## config.mk

```make
export PLATFORM = sky130hd
export DESIGN_NAME = subregion_run_allocator_unit
export DESIGN_NICKNAME = d
export VERILOG_FILES = /design/src/rtl/core/sra_pkg.sv /design/src/rtl/core/sra_block_map.sv /design/src/rtl/core/sra_entry_table.sv /design/src/rtl/core/subregion_run_allocator_unit.sv
export SDC_FILE = /design/constraint.sdc
export NUM_CORES = 1
export LEC_CHECK = 0
export ABC_CLOCK_PERIOD_IN_PS = 8950
export BUFFER_PORTS_ARGS = -buffer_cell sky130_fd_sc_hd__buf_2
export CELL_PAD_IN_SITES_DETAIL_PLACEMENT = 0
export CELL_PAD_IN_SITES_GLOBAL_PLACEMENT = 1
export CORE_AREA = 2 2 220 222
export CTS_CLUSTER_SIZE = 20
export DETAILED_ROUTE_END_ITERATION = 16
export DIE_AREA = 0 0 222 224
export PLACE_DENSITY_LB_ADDON = 0.1
export SYNTH_ARGS = -nofsm -noshare
export SYNTH_HDL_FRONTEND = slang
export SYNTH_SLANG_ARGS = --single-unit
```

## constraint.sdc

```tcl
create_clock -name clk -period 8.95 [get_ports clk]
set_clock_uncertainty 0.2 [all_clocks]
set_input_delay 0 -clock clk [delete_from_list [all_inputs] [get_ports clk]]
set_output_delay 0 -clock clk [all_outputs]
set_load 0.01 [all_outputs]
```

## src/rtl/core/sra_pkg.sv

```systemverilog
// shared types and constants for the subregion run allocator
// no dependencies
package sra_pkg;

	localparam int BLOCKS      = 32;
	localparam int TABLE_DEPTH = 13;

	localparam logic [31:0] SMALL_BASE = 32'h2000_1000;
	localparam logic [31:0] PAIR_BASE  = 32'h2000_1E00;
	localparam logic [31:0] LARGE_BASE = 32'h2000_2400;

	localparam logic [14:0] SMALL_LIMIT = 15'd512;
	localparam logic [14:0] PAIR_SIZE   = 15'd1536;
	localparam logic [15:0] LARGE_ROUND = 16'd1023;
	localparam logic [5:0]  MAX_RUN     = 6'd23;

	localparam logic MODE_ALLOC = 1'b0;
	localparam logic MODE_FREE  = 1'b1;

	localparam logic [1:0] ST_OK         = 2'd0;
	localparam logic [1:0] ST_NO_ROOM    = 2'd1;
	localparam logic [1:0] ST_TABLE_FULL = 2'd2;
	localparam logic [1:0] ST_NOT_FOUND  = 2'd3;

	localparam logic [1:0] MAP_IDLE    = 2'd0;
	localparam logic [1:0] MAP_RESTART = 2'd1;
	localparam logic [1:0] MAP_SCAN    = 2'd2;
	localparam logic [1:0] MAP_WRITE   = 2'd3;

	localparam logic [1:0] TBL_IDLE    = 2'd0;
	localparam logic [1:0] TBL_WRITE   = 2'd1;
	localparam logic [1:0] TBL_RELEASE = 2'd2;

	typedef struct packed {
		logic        mode;
		logic [14:0] size_bytes;
		logic [31:0] address;
	} req_t;

	typedef struct packed {
		logic [1:0]  status;
		logic [31:0] granted_address;
		logic [4:0]  first_block;
		logic [4:0]  block_count;
	} rsp_t;

	typedef struct packed {
		logic [1:0] op;
		logic [4:0] idx;
		logic [5:0] need;
		logic       set;
	} map_cmd_t;

	typedef struct packed {
		logic [1:0]  op;
		logic [4:0]  slot;
		logic [31:0] address;
		logic [4:0]  first;
		logic [4:0]  count;
	} tbl_cmd_t;

	typedef struct packed {
		logic        used;
		logic [31:0] address;
		logic [4:0]  first;
		logic [4:0]  count;
	} tbl_view_t;

endpackage

```

## src/rtl/core/sra_block_map.sv

```systemverilog
// subregion busy map with the shared run counter and compare unit
// depends on sra_pkg
module sra_block_map import sra_pkg::*; (
	input  logic     clk,
	input  logic     arst_n,
	input  map_cmd_t cmd,
	output logic     busy,
	output logic     run_hit
);

	logic [BLOCKS-1:0] busy_q;
	logic [5:0]        run_q;

	assign busy    = busy_q[cmd.idx];
	assign run_hit = !busy && ((run_q + 6'd1) == cmd.need);

	always_ff @(posedge clk or negedge arst_n) begin
		if (!arst_n) begin
			busy_q <= '0;
			run_q  <= '0;
		end else begin
			unique case (cmd.op)
				MAP_RESTART: run_q <= '0;
				MAP_SCAN: run_q <= busy ? 6'd0 : run_q + 6'd1;
				MAP_WRITE: busy_q[cmd.idx] <= cmd.set;
				default: ;
			endcase
		end
	end

`ifndef SYNTHESIS
	a_write_lands: assert property (@(posedge clk) disable iff (!arst_n)
		cmd.op == MAP_WRITE |=> busy_q[$past(cmd.idx)] == $past(cmd.set))
		else $error("busy bit not updated");
	a_restart_clears: assert property (@(posedge clk) disable iff (!arst_n)
		cmd.op == MAP_RESTART |=> run_q == 6'd0)
		else $error("run counter not cleared");
	a_run_bounded: assert property (@(posedge clk) disable iff (!arst_n)
		run_q <= MAX_RUN)
		else $error("run longer than the large class");
`endif

endmodule

```

## src/rtl/core/sra_entry_table.sv

```systemverilog
// grant table: address, first subregion and count per entry
// depends on sra_pkg
module sra_entry_table import sra_pkg::*; #(
	parameter int ENTRIES = TABLE_DEPTH
) (
	input  logic       clk,
	input  logic       arst_n,
	input  tbl_cmd_t   cmd,
	input  logic [4:0] rd_idx,
	output tbl_view_t  view
);

	localparam int SW = (ENTRIES > 1) ? $clog2(ENTRIES) : 1;

	logic [31:0] addr_q  [ENTRIES];
	logic [4:0]  first_q [ENTRIES];
	logic [4:0]  count_q [ENTRIES];
	logic [SW-1:0] rd;
	logic [SW-1:0] wr;

	assign rd = rd_idx[SW-1:0];
	assign wr = cmd.slot[SW-1:0];

	assign view.used    = count_q[rd] != 5'd0;
	assign view.address = addr_q[rd];
	assign view.first   = first_q[rd];
	assign view.count   = count_q[rd];

	always_ff @(posedge clk or negedge arst_n) begin
		if (!arst_n) begin
			for (int i = 0; i < ENTRIES; i++) begin
				count_q[i] <= '0;
			end
		end else begin
			unique case (cmd.op)
				TBL_WRITE: count_q[wr] <= cmd.count;
				TBL_RELEASE: count_q[wr] <= '0;
				default: ;
			endcase
		end
	end

	always_ff @(posedge clk) begin
		if (cmd.op == TBL_WRITE) begin
			addr_q[wr]  <= cmd.address;
			first_q[wr] <= cmd.first;
		end
	end

`ifndef SYNTHESIS
	a_write_nonzero: assert property (@(posedge clk) disable iff (!arst_n)
		cmd.op == TBL_WRITE |-> cmd.count != 5'd0)
		else $error("grant written with zero count");
	a_write_used: assert property (@(posedge clk) disable iff (!arst_n)
		cmd.op == TBL_WRITE |=> count_q[$past(wr)] != 5'd0)
		else $error("written entry not in use");
	a_release_unused: assert property (@(posedge clk) disable iff (!arst_n)
		cmd.op == TBL_RELEASE |=> count_q[$past(wr)] == 5'd0)
		else $error("released entry still in use");
`endif

endmodule

```

## src/rtl/core/subregion_run_allocator_unit.sv

```systemverilog
// subregion run allocator: sequencer, request and result registers
// depends on sra_pkg, sra_block_map, sra_entry_table
//
// channel | fields                                            | handshake
// req     | mode, size_bytes, address                         | req_valid / req_stall
// rsp     | status, granted_address, first_block, block_count | rsp_valid / rsp_stall
//
// allocate: capture, table scan (up to TABLE_ENTRIES), subregion scan (up to 23)
// + a mark step per granted subregion + the done state
// free: capture, table scan (up to TABLE_ENTRIES), mark per freed subregion, done
// one transaction at a time, set by the single shared scan index and run counter
// reset frees every subregion and marks every table entry unused
// a stalled result holds in the output register; a new request is taken meanwhile
module subregion_run_allocator_unit import sra_pkg::*; #(
	parameter int TABLE_ENTRIES = TABLE_DEPTH
) (
	input  logic clk,
	input  logic arst_n,
	input  logic req_valid,
	output logic req_stall,
	input  req_t req,
	output logic rsp_valid,
	input  logic rsp_stall,
	output rsp_t rsp
);

	localparam logic [2:0] S_IDLE  = 3'd0;
	localparam logic [2:0] S_TSCAN = 3'd1;
	localparam logic [2:0] S_BSCAN = 3'd2;
	localparam logic [2:0] S_FSCAN = 3'd3;
	localparam logic [2:0] S_MARK  = 3'd4;
	localparam logic [2:0] S_DONE  = 3'd5;

	localparam logic [1:0] CLS_SMALL = 2'd0;
	localparam logic [1:0] CLS_PAIR  = 2'd1;
	localparam logic [1:0] CLS_LARGE = 2'd2;

	localparam logic [4:0] LAST_ENTRY = 5'(TABLE_ENTRIES - 1);

	logic [2:0]  state_q;
	logic        mode_q;
	logic [31:0] address_q;
	logic [1:0]  class_q;
	logic [5:0]  need_q;
	logic [4:0]  idx_q;
	logic [4:0]  first_q;
	logic [4:0]  cnt_q;
	logic [4:0]  slot_q;
	logic [1:0]  status_q;
	rsp_t        rsp_q;
	logic        rsp_valid_q;

	map_cmd_t  map_cmd;
	tbl_cmd_t  tbl_cmd;
	tbl_view_t view;
	logic      busy;
	logic      run_hit;

	logic        accept;
	logic        load_rsp;
	logic [15:0] size_round;
	logic [1:0]  in_class;
	logic [4:0]  lo;
	logic [4:0]  hi;
	logic [4:0]  offset;
	logic [31:0] grant_addr;
	logic [4:0]  run_first;
	logic        mark_last;
	rsp_t        rsp_d;

	sra_block_map u_map (
		.clk     (clk),
		.arst_n  (arst_n),
		.cmd     (map_cmd),
		.busy    (busy),
		.run_hit (run_hit)
	);

	sra_entry_table #(.ENTRIES(TABLE_ENTRIES)) u_table (
		.clk    (clk),
		.arst_n (arst_n),
		.cmd    (tbl_cmd),
		.rd_idx (idx_q),
		.view   (view)
	);

	assign accept    = req_valid && !req_stall;
	assign req_stall = state_q != S_IDLE;
	assign load_rsp  = (state_q == S_DONE) && (!rsp_valid_q || !rsp_stall);
	assign rsp_valid = rsp_valid_q;
	assign rsp       = rsp_q;

	assign size_round = {1'b0, req.size_bytes} + LARGE_ROUND;

	always_comb begin
		if (req.size_bytes <= SMALL_LIMIT) begin
			in_class = CLS_SMALL;
		end else if (req.size_bytes == PAIR_SIZE) begin
			in_class = CLS_PAIR;
		end else begin
			in_class = CLS_LARGE;
		end
	end

	always_comb begin
		unique case (class_q)
			CLS_SMALL: begin
				lo = 5'd0;
				hi = 5'd6;
			end
			CLS_PAIR: begin
				lo = 5'd7;
				hi = 5'd8;
			end
			default: begin
				lo = 5'd9;
				hi = 5'd31;
			end
		endcase
	end

	assign offset = first_q - lo;

	always_comb begin
		unique case (class_q)
			CLS_SMALL: grant_addr = SMALL_BASE + ({27'd0, offset} << 9);
			CLS_PAIR: grant_addr = PAIR_BASE + ({27'd0, offset} << 9);
			default: grant_addr = LARGE_BASE + ({27'd0, offset} << 10);
		endcase
	end

	assign run_first = idx_q - need_q[4:0] + 5'd1;
	assign mark_last = ({1'b0, cnt_q} + 6'd1) == need_q;

	always_comb begin
		map_cmd      = '0;
		map_cmd.op   = MAP_IDLE;
		map_cmd.idx  = idx_q;
		map_cmd.need = need_q;
		map_cmd.set  = mode_q == MODE_ALLOC;
		tbl_cmd         = '0;
		tbl_cmd.op      = TBL_IDLE;
		tbl_cmd.slot    = slot_q;
		tbl_cmd.address = grant_addr;
		tbl_cmd.first   = first_q;
		tbl_cmd.count   = need_q[4:0];
		unique case (state_q)
			S_TSCAN: begin
				if (!view.used) begin
					map_cmd.op = MAP_RESTART;
				end
			end
			S_BSCAN: map_cmd.op = MAP_SCAN;
			S_MARK: begin
				map_cmd.op = MAP_WRITE;
				if (mark_last) begin
					tbl_cmd.op = (mode_q == MODE_ALLOC) ? TBL_WRITE : TBL_RELEASE;
				end
			end
			default: ;
		endcase
	end

	always_comb begin
		rsp_d        = '0;
		rsp_d.status = status_q;
		if (status_q == ST_OK) begin
			rsp_d.first_block = first_q;
			rsp_d.block_count = need_q[4:0];
			if (mode_q == MODE_ALLOC) begin
				rsp_d.granted_address = grant_addr;
			end
		end
	end

	always_ff @(posedge clk or negedge arst_n) begin
		if (!arst_n) begin
			state_q     <= S_IDLE;
			rsp_valid_q <= 1'b0;
		end else begin
			if (load_rsp) begin
				rsp_valid_q <= 1'b1;
			end else if (!rsp_stall) begin
				rsp_valid_q <= 1'b0;
			end
			unique case (state_q)
				S_IDLE: begin
					if (accept) begin
						state_q <= (req.mode == MODE_FREE) ? S_FSCAN : S_TSCAN;
					end
				end
				S_TSCAN: begin
					if (!view.used) begin
						state_q <= S_BSCAN;
					end else if (idx_q == LAST_ENTRY) begin
						state_q <= S_DONE;
					end
				end
				S_BSCAN: begin
					if (run_hit) begin
						state_q <= S_MARK;
					end else if (idx_q == hi) begin
						state_q <= S_DONE;
					end
				end
				S_FSCAN: begin
					if (view.used && view.address == address_q) begin
						state_q <= S_MARK;
					end else if (idx_q == LAST_ENTRY) begin
						state_q <= S_DONE;
					end
				end
				S_MARK: begin
					if (mark_last) begin
						state_q <= S_DONE;
					end
				end
				S_DONE: begin
					if (load_rsp) begin
						state_q <= S_IDLE;
					end
				end
				default: state_q <= S_IDLE;
			endcase
		end
	end

	always_ff @(posedge clk) begin
		if (load_rsp) begin
			rsp_q <= rsp_d;
		end
		unique case (state_q)
			S_IDLE: begin
				if (accept) begin
					mode_q    <= req.mode;
					address_q <= req.address;
					class_q   <= in_class;
					need_q    <= (in_class == CLS_LARGE) ? size_round[15:10] :
						(in_class == CLS_PAIR) ? 6'd2 : 6'd1;
					idx_q     <= '0;
				end
			end
			S_TSCAN: begin
				if (!view.used) begin
					slot_q <= idx_q;
					idx_q  <= lo;
				end else if (idx_q == LAST_ENTRY) begin
					status_q <= ST_TABLE_FULL;
				end else begin
					idx_q <= idx_q + 5'd1;
				end
			end
			S_BSCAN: begin
				if (run_hit) begin
					first_q <= run_first;
					idx_q   <= run_first;
					cnt_q   <= '0;
				end else if (idx_q == hi) begin
					status_q <= ST_NO_ROOM;
				end else begin
					idx_q <= idx_q + 5'd1;
				end
			end
			S_FSCAN: begin
				if (view.used && view.address == address_q) begin
					first_q <= view.first;
					need_q  <= {1'b0, view.count};
					slot_q  <= idx_q;
					idx_q   <= view.first;
					cnt_q   <= '0;
				end else if (idx_q == LAST_ENTRY) begin
					status_q <= ST_NOT_FOUND;
				end else begin
					idx_q <= idx_q + 5'd1;
				end
			end
			S_MARK: begin
				cnt_q <= cnt_q + 5'd1;
				idx_q <= idx_q + 5'd1;
				if (mark_last) begin
					status_q <= ST_OK;
				end
			end
			default: ;
		endcase
	end

`ifndef SYNTHESIS
	a_done_delivers: assert property (@(posedge clk) disable iff (!arst_n)
		load_rsp |=> rsp_valid_q && state_q == S_IDLE)
		else $error("result not delivered from done");
	a_fail_zero: assert property (@(posedge clk) disable iff (!arst_n)
		rsp_valid_q && rsp_q.status != ST_OK |->
			rsp_q.block_count == 5'd0 && rsp_q.granted_address == 32'd0)
		else $error("failed transaction carries a grant");
	a_mark_need: assert property (@(posedge clk) disable iff (!arst_n)
		state_q == S_MARK |-> need_q != 6'd0 && need_q <= MAX_RUN)
		else $error("run length out of range while marking");
`endif

endmodule

```

==> results of run 1 <==
## cells in the mapped netlist (19+ instances only)
| library cell | number |
|---|---|
| nand3_1 | 21 |
| o21ai_0 | 112 |
| a21oi_1 | 31 |
| dfrtp_1 | 107 |
| inv_1 | 29 |
| xor2_1 | 21 |
| mux4_2 | 47 |
| nor2_1 | 44 |
| edfxtp_1 | 238 |
| clkbuf_1 | 35 |
| ha_1 | 25 |
| mux2i_1 | 45 |
| nand2b_1 | 19 |
| o31ai_1 | 33 |
| mux2_2 | 28 |
| buf_4 | 25 |
| nand2_1 | 127 |
| xnor2_1 | 33 |
| nor3_1 | 28 |
## power breakdown
group	leakage [nW]	internal (mW)	switching [mW]
Combinational	2.76	0.707	1.15
Clock	0.592	0.872	0.663
Sequential	3.70	2.12	0.207
Total	7.05	3.70	2.02
## state kept, by name, indices dropped and copies added, names as in the netlist, 2 cells and up, named ones only
name / cells
u_table.addr_q: 91
class_q: 2
address_q: 32
cnt_q: 5
u_map.busy_q: 32
u_table.first_q: 65
status_q: 2
idx_q: 5
first_q: 5
u_map.run_q: 6
need_q: 6
u_table.count_q: 65
rsp: 20
state_q: 3
slot_q: 4
## cell type report
| class | count | area (µm²) |
|---|---|---|
| multi-input cells | 760 | 5672 |
| repair buffers | 174 | 1354 |
| well taps | 615 | 769.5 |
| clock buffers | 58 | 1119 |
| fillers | 4487 | 28320 |
| flip-flops and latches | 349 | 9907 |
| clock inverters | 12 | 90.09 |
| inverters | 31 | 116.4 |
## kinds of logic (layout without fill, tap and decap cells)
family / Yosys count / count (layout) / synth area share (%)
AOI/OAI and AO/OA: 226 / 226 / 8.513
xor gates and xnor gates: 54 / 54 / 2.958
adders and majority gates: 27 / 27 / 2.207
buffers and inverters: 111 / 275 / 3.498
DFF: 349 / 349 / 61.94
muxes: 121 / 121 / 11.48
other: 1 / 24 / 0.02345
and+or+nand+nor: 308 / 308 / 9.382
## worst max-delay path, cell delays in order, from the launching register on
cell and delay [ps]:
edfxtp_1 970, buf_4 470, mux4_2 350, a22o_1 280, a211o_1 310, nor4_4 620
and2_1 250, nor2_1 70, inv_1 90, ha_1 360, nand2_1 380, o21ai_0 270
o31ai_1 90
## how the worst max path moves through the flow
stage	endpoint	cells after the start	start	slack, ps
floorplan	u_table.addr_q[0][10]$_DFFE_PP_	11	cnt_q[0]$_SDFFCE_PP0P_	5200
global placement	u_map.busy_q[17]$_DFFE_PN0P_	12	idx_q[1]$_DFFE_PN_	4200
detailed placement	u_map.busy_q[31]$_DFFE_PN0P_	12	idx_q[1]$_DFFE_PN_	4110
CTS	u_map.busy_q[15]$_DFFE_PN0P_	12	idx_q[1]$_DFFE_PN_	4060
global route	u_map.busy_q[13]$_DFFE_PN0P_	12	idx_q[1]$_DFFE_PN_	3720
finish	u_map.busy_q[15]$_DFFE_PN0P_	12	idx_q[1]$_DFFE_PN_	4060
## routing by layer
metal  GRT usage [%]  up-vias
met5               0        -
met4           5.166        0
met3           2.754       59
met2           30.79      190
met1           22.97     5016
li1                -     4752
## layout by cell type (no fill, tap or decap), types with 36 or more instances in the layout
| cell | n |
|---|---|
| buf_2 | 72 |
| clkbuf_16 | 40 |
| dfrtp_1 | 107 |
| dlygate4sd3_1 | 86 |
| edfxtp_1 | 238 |
| mux2i_1 | 45 |
| mux4_2 | 47 |
| nand2_1 | 127 |
| nor2_1 | 36 |
| o21ai_0 | 112 |
## what timing repair did
action | 4_1_cts | 5_1_grt
hold endpoints to repair | 119 | 0
hold buffers | 87 | 0
buffers inserted | 0 | 0
## stage by stage
step	utilization (%)	setup slack, ps	cells	hold slack, ps
2_1_floorplan	-	5202	1220	-495.6
3_3_place_gp	35.77	4199	1842	-216.3
3_5_place_dp	35.77	4106	1842	-213.4
4_1_cts	40.19	4058	1999	44.40
5_1_grt	40.19	3721	1999	75.26
6_report	40.19	4058	1999	58.70
==> flow_summary.yaml, run 1 <==
logic_synthesis:
  yosys_most_used_dff: "edfxtp_1"
  synth_enable_flop_cells: 238
  netlist.area_leader.share_pct: 44.69
  ys_seq_area_share_pct: 61.94
  avgSynthCellArea_um2: 13.36
  yosysTopAreaCell: "edfxtp_1"
  ys_seq_elements: 349
  synthCells: 1197
  async_flop_share_pct: 30.66
  syn_area_um2: 15990
  synth.area.top_cells: "edfxtp_1 45%, dfrtp_1 17%, mux4_2 6.6%, o21ai_0 3.5%, nand2_1 3.0%"
  synth.distinct_cells: 68
  synth_warnings: 0
route:
  drt_iter0_drc: 628
  drt-met1-wl_um: 19220
  ant_nets: 0
  viasPerCell: 5.011
  top_layer: "met4"
  drc: 0
  wl_met3_um: 1558
  num_vias: 10020
  drt_first_pass_iters: 5
  wl_um: 43370
  dr_wl_met2_um: 21660
  wl_per_cell_um: 21.69
clocking:
  insertion_delay_ps: 570
  cts-buffers-inserted: 40
  clkTransAtPathRegs_ps: 60
  cts_sinks: 349
  ctsLongestPathBuffers: 3
  cts_tree: "done"
  cts.htree.levels: 2
  cts_repair_resize_count: 0
  cts_root_buffer: "clkbuf_16"
run_status:
  status: "complete, no violations"
place:
  place_congestion: 0.7922
  dp_hpwl_um: 28370
  portBuffers: 73
  placedInstanceArea_um2: 16940
global_route:
  overflow: 0
  grt_pass1_vias: 10460
  antenna_found_initial: 0
  grt_pass1_wl_um: 65760
  grt_max_degree: 75
  track_usage_pct: 17.73
worst_setup_path:
  path_max_fanout: 22
  worstPathRequired_ps: 9170
  crit-reg2reg-launch: "idx_q[1]$_DFFE_PN_"
  start_kind: "flip-flop"
  rr_worst_depth: 12
  crit_path_end_kind: "flip-flop"
  r2r-end: "u_map.busy_q[15]$_DFFE_PN0P_"
  r2r_setup_slack_ps: 4060
  critPathKind: "flip-flop to flip-flop"
  worstPathArrival_ps: 5110
floorplanning:
  die_h_um: 224
  rows: 80
  start_util_pct: 33.77
  die-area_um2: 49730
  core_area_um2: 47350
  fp.dieW_um: 222
  ios: 98
sta:
  finalSetupTns_ps: 0
  max-slew-margin-rel_pct: 23.06
  finalCritPeriodShare_pct: 54.66
  slew_violations: 0
  fin_crit_ps: 4892
  rsz0062_at_grt: "no"
  hold_viol: 0
  setup_violations: 0
  fmax_mhz: 204.4
  worstMarginPinSlew_ps: 1153
finish:
  finalNetCount: 1435
  layout-drive-gt1-share_pct: 17.92
  syn_to_final_growth_pct: 18.99
  fin_area_um2: 19030
  antennaDiodeCount: 0
pwr:
  ir_drop_mv: 0.1418
  power.density_nw_per_um2: 300.4
  p_leak_nw: 7.053
  total_power_mw: 5.716
worst_hold_path:
  hold_depth: 4
  min_from: "rsp_stall"
  min_path_type: "primary input to flip-flop"
  hold_end: "rsp_valid$_DFFE_PN0P_"
job:
  maxCapViolCount: 0
Note: power is estimated with default switching activity, not from simulation.
==> inputs of run 2 (changes only) <==
ABC_CLOCK_PERIOD_IN_PS = 4400   (was 8950)
clock period = 4.4 ns   (was 8.95 ns; I/O delays follow)
==> run 2 against run 1 <==
Net effect:
- via count increased by 2.8%
- global-route usage increased by 0.37 points
- clock power increased by 130%
- die area unchanged
- register-to-register slack got worse by 3700 ps
- critical path depth decreased by 2
- cell count increased by 2.9%
- power increased by 110%
- design area increased by 2.8%
- worst hold slack got worse by 22 ps
- sequential share of layout area decreased by 1.4 points
- flip-flop and latch count unchanged
- critical path type unchanged
- highest routed layer unchanged
==> flow_summary.yaml, run 2 (same netlist as run 1, synthesis figures left out) <==
run_status:
  status: "complete, no violations"
sta:
  finalCritPeriodShare_pct: 90.91
  finalSetupTns_ps: 0
  hold_viol: 0
  fin_crit_ps: 4000
  rsz0062_at_grt: "no"
  setup_violations: 0
  fmax_mhz: 250.0
  max-slew-margin-rel_pct: 36.28
  worstMarginPinSlew_ps: 952.2
  slew_violations: 0
worst_setup_path:
  worstPathArrival_ps: 4240
  crit_path_end_kind: "flip-flop"
  crit-reg2reg-launch: "idx_q[1]$_DFFE_PN_"
  rr_worst_depth: 10
  slowest_stage: "mux4_2"
  worstPathRequired_ps: 4640
  critPathTopFamily: "compound AO/OA/AOI/OAI gates"
  r2r_setup_slack_ps: 400
  cp.depth: 10
  startpoint: "idx_q[1]$_DFFE_PN_"
  critical_path_buf_inv_count: 2
  crit_chain: "buf_12 > buf_4 > mux4_2 > a22oi_1 > o211ai_1 > o31ai_2 > nand2_1 > a222oi_1 > o21ai_1 > mux2_2"
  critPathKind: "flip-flop to flip-flop"
  cpPeakStageDelay_ps: 570
  start_kind: "flip-flop"
  path_max_fanout: 22
worst_hold_path:
  min_path_type: "primary input to flip-flop"
clocking:
  cts_sinks: 349
  cts_repair_resize_count: 0
  ctsLongestPathBuffers: 3
  clkTransAtPathRegs_ps: 60
  cts-buffers-inserted: 41
  cts_tree: "done"
  insertion_delay_ps: 560
  cts.htree.levels: 2
  post_cts_buffers: 0
  cts_root_buffer: "clkbuf_16"
floorplanning:
  die_h_um: 224
  rows: 80
  core_area_um2: 47350
  ios: 98
  die-area_um2: 49730
  fp.dieW_um: 222
  start_util_pct: 33.77
finish:
  layout_common_cells: "238 x edfxtp_1, 127 x nand2_1, 112 x o21ai_0"
  final_common_cell: "edfxtp_1"
  fin_area_um2: 19560
  finalNetCount: 1488
  regMostFlops: "u_table.addr_q"
  top_regs: "u_table.addr_q (91), u_table.count_q (65), u_table.first_q (65)"
  syn_to_final_growth_pct: 22.35
  multiInputGateArea_um2: 5633
  largest_reg_flops: 91
  post-route-util_pct: 41.32
  antennaDiodeCount: 0
  layout-drive-gt1-share_pct: 20.46
  seq_area_um2: 9907
  fillers: 4498
global_route:
  overflow: 0
  grt_max_degree: 45
  antenna_found_initial: 0
  grt_pass1_wl_um: 67390
  grt_pass1_vias: 10540
  track_usage_pct: 18.10
pwr:
  power.density_nw_per_um2: 623.7
  p_leak_nw: 7.397
  ir_drop_mv: 0.2784
route:
  wl_per_cell_um: 21.53
  drt_iter0_drc: 604
  wl_um: 44280
  ant_nets: 0
  num_vias: 10300
  drt_first_pass_iters: 5
  drc: 0
  viasPerCell: 5.006
place:
  portBuffers: 73
  dp_hpwl_um: 29580
  place_congestion: 0.8101
  placedInstanceArea_um2: 17330
job:
  maxCapViolCount: 0
run 2: final cells by class:
class	instances	area share (%)
Timing Repair Buffer	226	9.094
Tap cell	615	3.933
Multi-Input combinational cell	760	28.79
Clock buffer	63	6.082
Sequential cell	349	50.64
Inverter	31	0.5948
Clock inverter	13	0.8634
run 2: worst min-delay path by stage:
| stage | to | from | cells past startpoint | slack [ps] |
|---|---|---|---|---|
| floorplan | rsp_valid$_DFFE_PN0P_ | arst_n | 0 | -500 |
| global placement | u_table.count_q[52]$_DFFE_PN0P_ | arst_n | 1 | -220 |
| detailed placement | u_table.count_q[45]$_DFFE_PN0P_ | arst_n | 1 | -220 |
| CTS | mode_q$_DFFE_PP_ | req[47] | 2 | 3 |
| global route | mode_q$_DFFE_PP_ | req[47] | 2 | 20 |
| finish | mode_q$_DFFE_PP_ | req[47] | 2 | 40 |
run 2: layer usage:
layer / global-route usage [%] / wire, µm / share of wire (%)
met2: 30.82 / 21780 / 49
met4: 5.471 / 1027 / 2.3
met5: 0 / 0 / 0
met1: 24.10 / 19990 / 45
met3: 2.492 / 1479 / 3.3
run 2: timing repair:
| item | CTS | global route |
|---|---|---|
| hold endpoints to repair | 182 | 0 |
| endpoints found under the setup margin | 0 | 0 |
| hold buffers | 86 | 0 |
run 2: power breakdown:
| group | switching [mW] | internal [mW] |
|---|---|---|
| clock | 1.39 | 2.05 |
| sequential | 0.461 | 4.30 |
| combinational | 2.35 | 1.64 |
run 2: metrics by stage:
stage	hold WS [ps]	power (mW)	std cells	setup slack, ps
finish	36.71	12.20	2057	400.2
global route	18.91	12.90	2057	211.0
CTS	3.087	12.39	2057	410.7
detailed placement	-223.4	8.836	1895	471.7
global placement	-221.1	8.835	1895	363.5
floorplan	-495.6	7.312	1220	652.3
==> inputs of run 3 (changes only) <==
HOLD_SLACK_MARGIN = 0.12   (was default)
==> run 3 against run 2 <==
Net effect:
- global-route usage barely moved
- count of clock-buffer cells in the layout did not move
- setup slack improved by 5.9 ps
- register-to-register slack barely moved
- via count rose by 0.11%
- critical path type unchanged
- largest cell class unchanged
- largest power group unchanged
==> flow_summary.yaml, run 3 (same netlist as run 1, synthesis figures left out) <==
worst_setup_path:
  worstPathArrival_ps: 4240
  crit_chain: "buf_12 > buf_4 > mux4_2 > a22oi_1 > o211ai_1 > o31ai_2 > nand2_1 > a222oi_1 > o21ai_1 > mux2_2"
  critPathKind: "flip-flop to flip-flop"
  crit_path_end_kind: "flip-flop"
  slowest_stage: "mux4_2"
  path_max_fanout: 22
  start_kind: "flip-flop"
  r2r_setup_slack_ps: 410
  crit-reg2reg-launch: "idx_q[1]$_DFFE_PN_"
  worstPathRequired_ps: 4640
  startpoint: "idx_q[1]$_DFFE_PN_"
  cpPeakStageDelay_ps: 570
finish:
  finalNetCount: 1492
  antennaDiodeCount: 0
  regMostFlops: "u_table.addr_q"
  layout-drive-gt1-share_pct: 20.40
  top_regs: "u_table.addr_q (91), u_table.count_q (65), u_table.first_q (65)"
  finalNonFillerCells: 2061
  largest_reg_flops: 91
  fin_area_um2: 19600
  layout_common_cells: "238 x edfxtp_1, 127 x nand2_1, 112 x o21ai_0"
  fillers: 4499
  final_common_cell: "edfxtp_1"
  syn_to_final_growth_pct: 22.60
pwr:
  pwr-share-comb_pct: 32.7
  seqPwrFrac_pct: 39.0
  p_switching_mw: 4.206
  switching_share_pct: 34.45
  p_leak_nw: 7.415
  pwr-share-clk_pct: 28.2
  internal_power_mw: 8.003
  power.density_nw_per_um2: 622.8
  ir_drop_mv: 0.2793
clocking:
  cts_tree: "done"
  insertion_delay_ps: 560
  cts-buffers-inserted: 41
  cts_sinks: 349
  post_cts_buffers: 0
  cts.htree.levels: 2
  ctsHoldBuffers: 90
  ctsLongestPathBuffers: 3
  cts_repair_resize_count: 0
  clkTransAtPathRegs_ps: 60
  cts_root_buffer: "clkbuf_16"
route:
  ant_nets: 0
  drc: 0
  wl_per_cell_um: 21.52
  viasPerCell: 5.002
  drt_first_pass_iters: 5
  num_vias: 10310
  drt_iter0_drc: 590
  wl_um: 44360
global_route:
  grt_max_degree: 45
  antenna_found_initial: 0
  overflow: 0
  grt_pass1_vias: 10560
  track_usage_pct: 18.12
  grt_pass1_wl_um: 67470
job:
  maxCapViolCount: 0
place:
  post-place-ws_ps: 471.7
  portBuffers: 73
  dp_cells: 1895
  dp_hpwl_um: 29580
  placedInstanceArea_um2: 17330
  place_congestion: 0.8101
floorplanning:
  start_util_pct: 33.77
  ios: 98
  die_h_um: 224
  fp.dieW_um: 222
  rows: 80
  die-area_um2: 49730
  core_area_um2: 47350
sta:
  fin_crit_ps: 3994
  fmax_mhz: 250.4
  finalCritPeriodShare_pct: 90.77
  timing.final.ws_setup_ps: 406.1
  setup_violations: 0
  hold_viol: 0
  finalSetupTns_ps: 0
  rsz0062_at_grt: "no"
  slew_violations: 0
  worstMarginPinSlew_ps: 964.2
  max-slew-margin-rel_pct: 35.48
worst_hold_path:
  min_from: "req[47]"
  min_path_type: "primary input to flip-flop"
run_status:
  status: "complete, no violations"
[run 3: power groups by stage]
stage	registers (mW)	clock network [mW]	logic (mW)
floorplan	4.56	0	2.75
global placement	4.83	0	4.00
detailed placement	4.84	0	4.00
CTS	4.78	3.54	4.07
global route	4.83	3.66	4.42
finish	4.76	3.45	4.00
[run 3: metrics by stage]
| stage | hold WS (ps) | power, mW | util [%] |
|---|---|---|---|
| finish | 195.3 | 12.21 | 41.41 |
| global route | 210.8 | 12.91 | 41.41 |
| CTS | 153.0 | 12.39 | 41.41 |
| detailed placement | -223.4 | 8.836 | 36.61 |
| global placement | -221.1 | 8.835 | 36.61 |
| floorplan | -495.6 | 7.312 | - |
[run 3: area by class of cell]
class	count	area [µm²]	area share, %
clock buffers	63	1190	6.070
clock inverters	13	168.9	0.8616
inverters	31	116.4	0.5936
multi-input cells	760	5633	28.73
flip-flops and latches	349	9907	50.54
well taps	615	769.5	3.925
repair buffers	230	1819	9.280
[run 3: worst paths after layout]
path	to	depth (start not counted)
min in group asynchronous	u_table.count_q[8]$_DFFE_PN0P_	4
max in group asynchronous	u_map.busy_q[12]$_DFFE_PN0P_	4
min	state_q[1]$_DFFE_PN0P_	4
min reg2reg	u_table.count_q[50]$_DFFE_PN0P_	2
max reg2reg	flip-flop	10
max	flip-flop	10
[run 3: metal layers]
layer | up-vias | global-route usage, % | routed length (µm)
li1 | 4867 | - | -
met1 | 5218 | 24.16 | 20090
met4 | 0 | 5.471 | 1026
met2 | 163 | 30.83 | 21870
met3 | 61 | 2.492 | 1369
met5 | - | 0 | 0
[run 3: worst max-delay path: cells and delay by family (launching register included)]
kind            cells  cell delay, ps
buf+inv             2             570
flops               1             410
compound gates      5            1650
simple gates        1             180
mux                 2             850
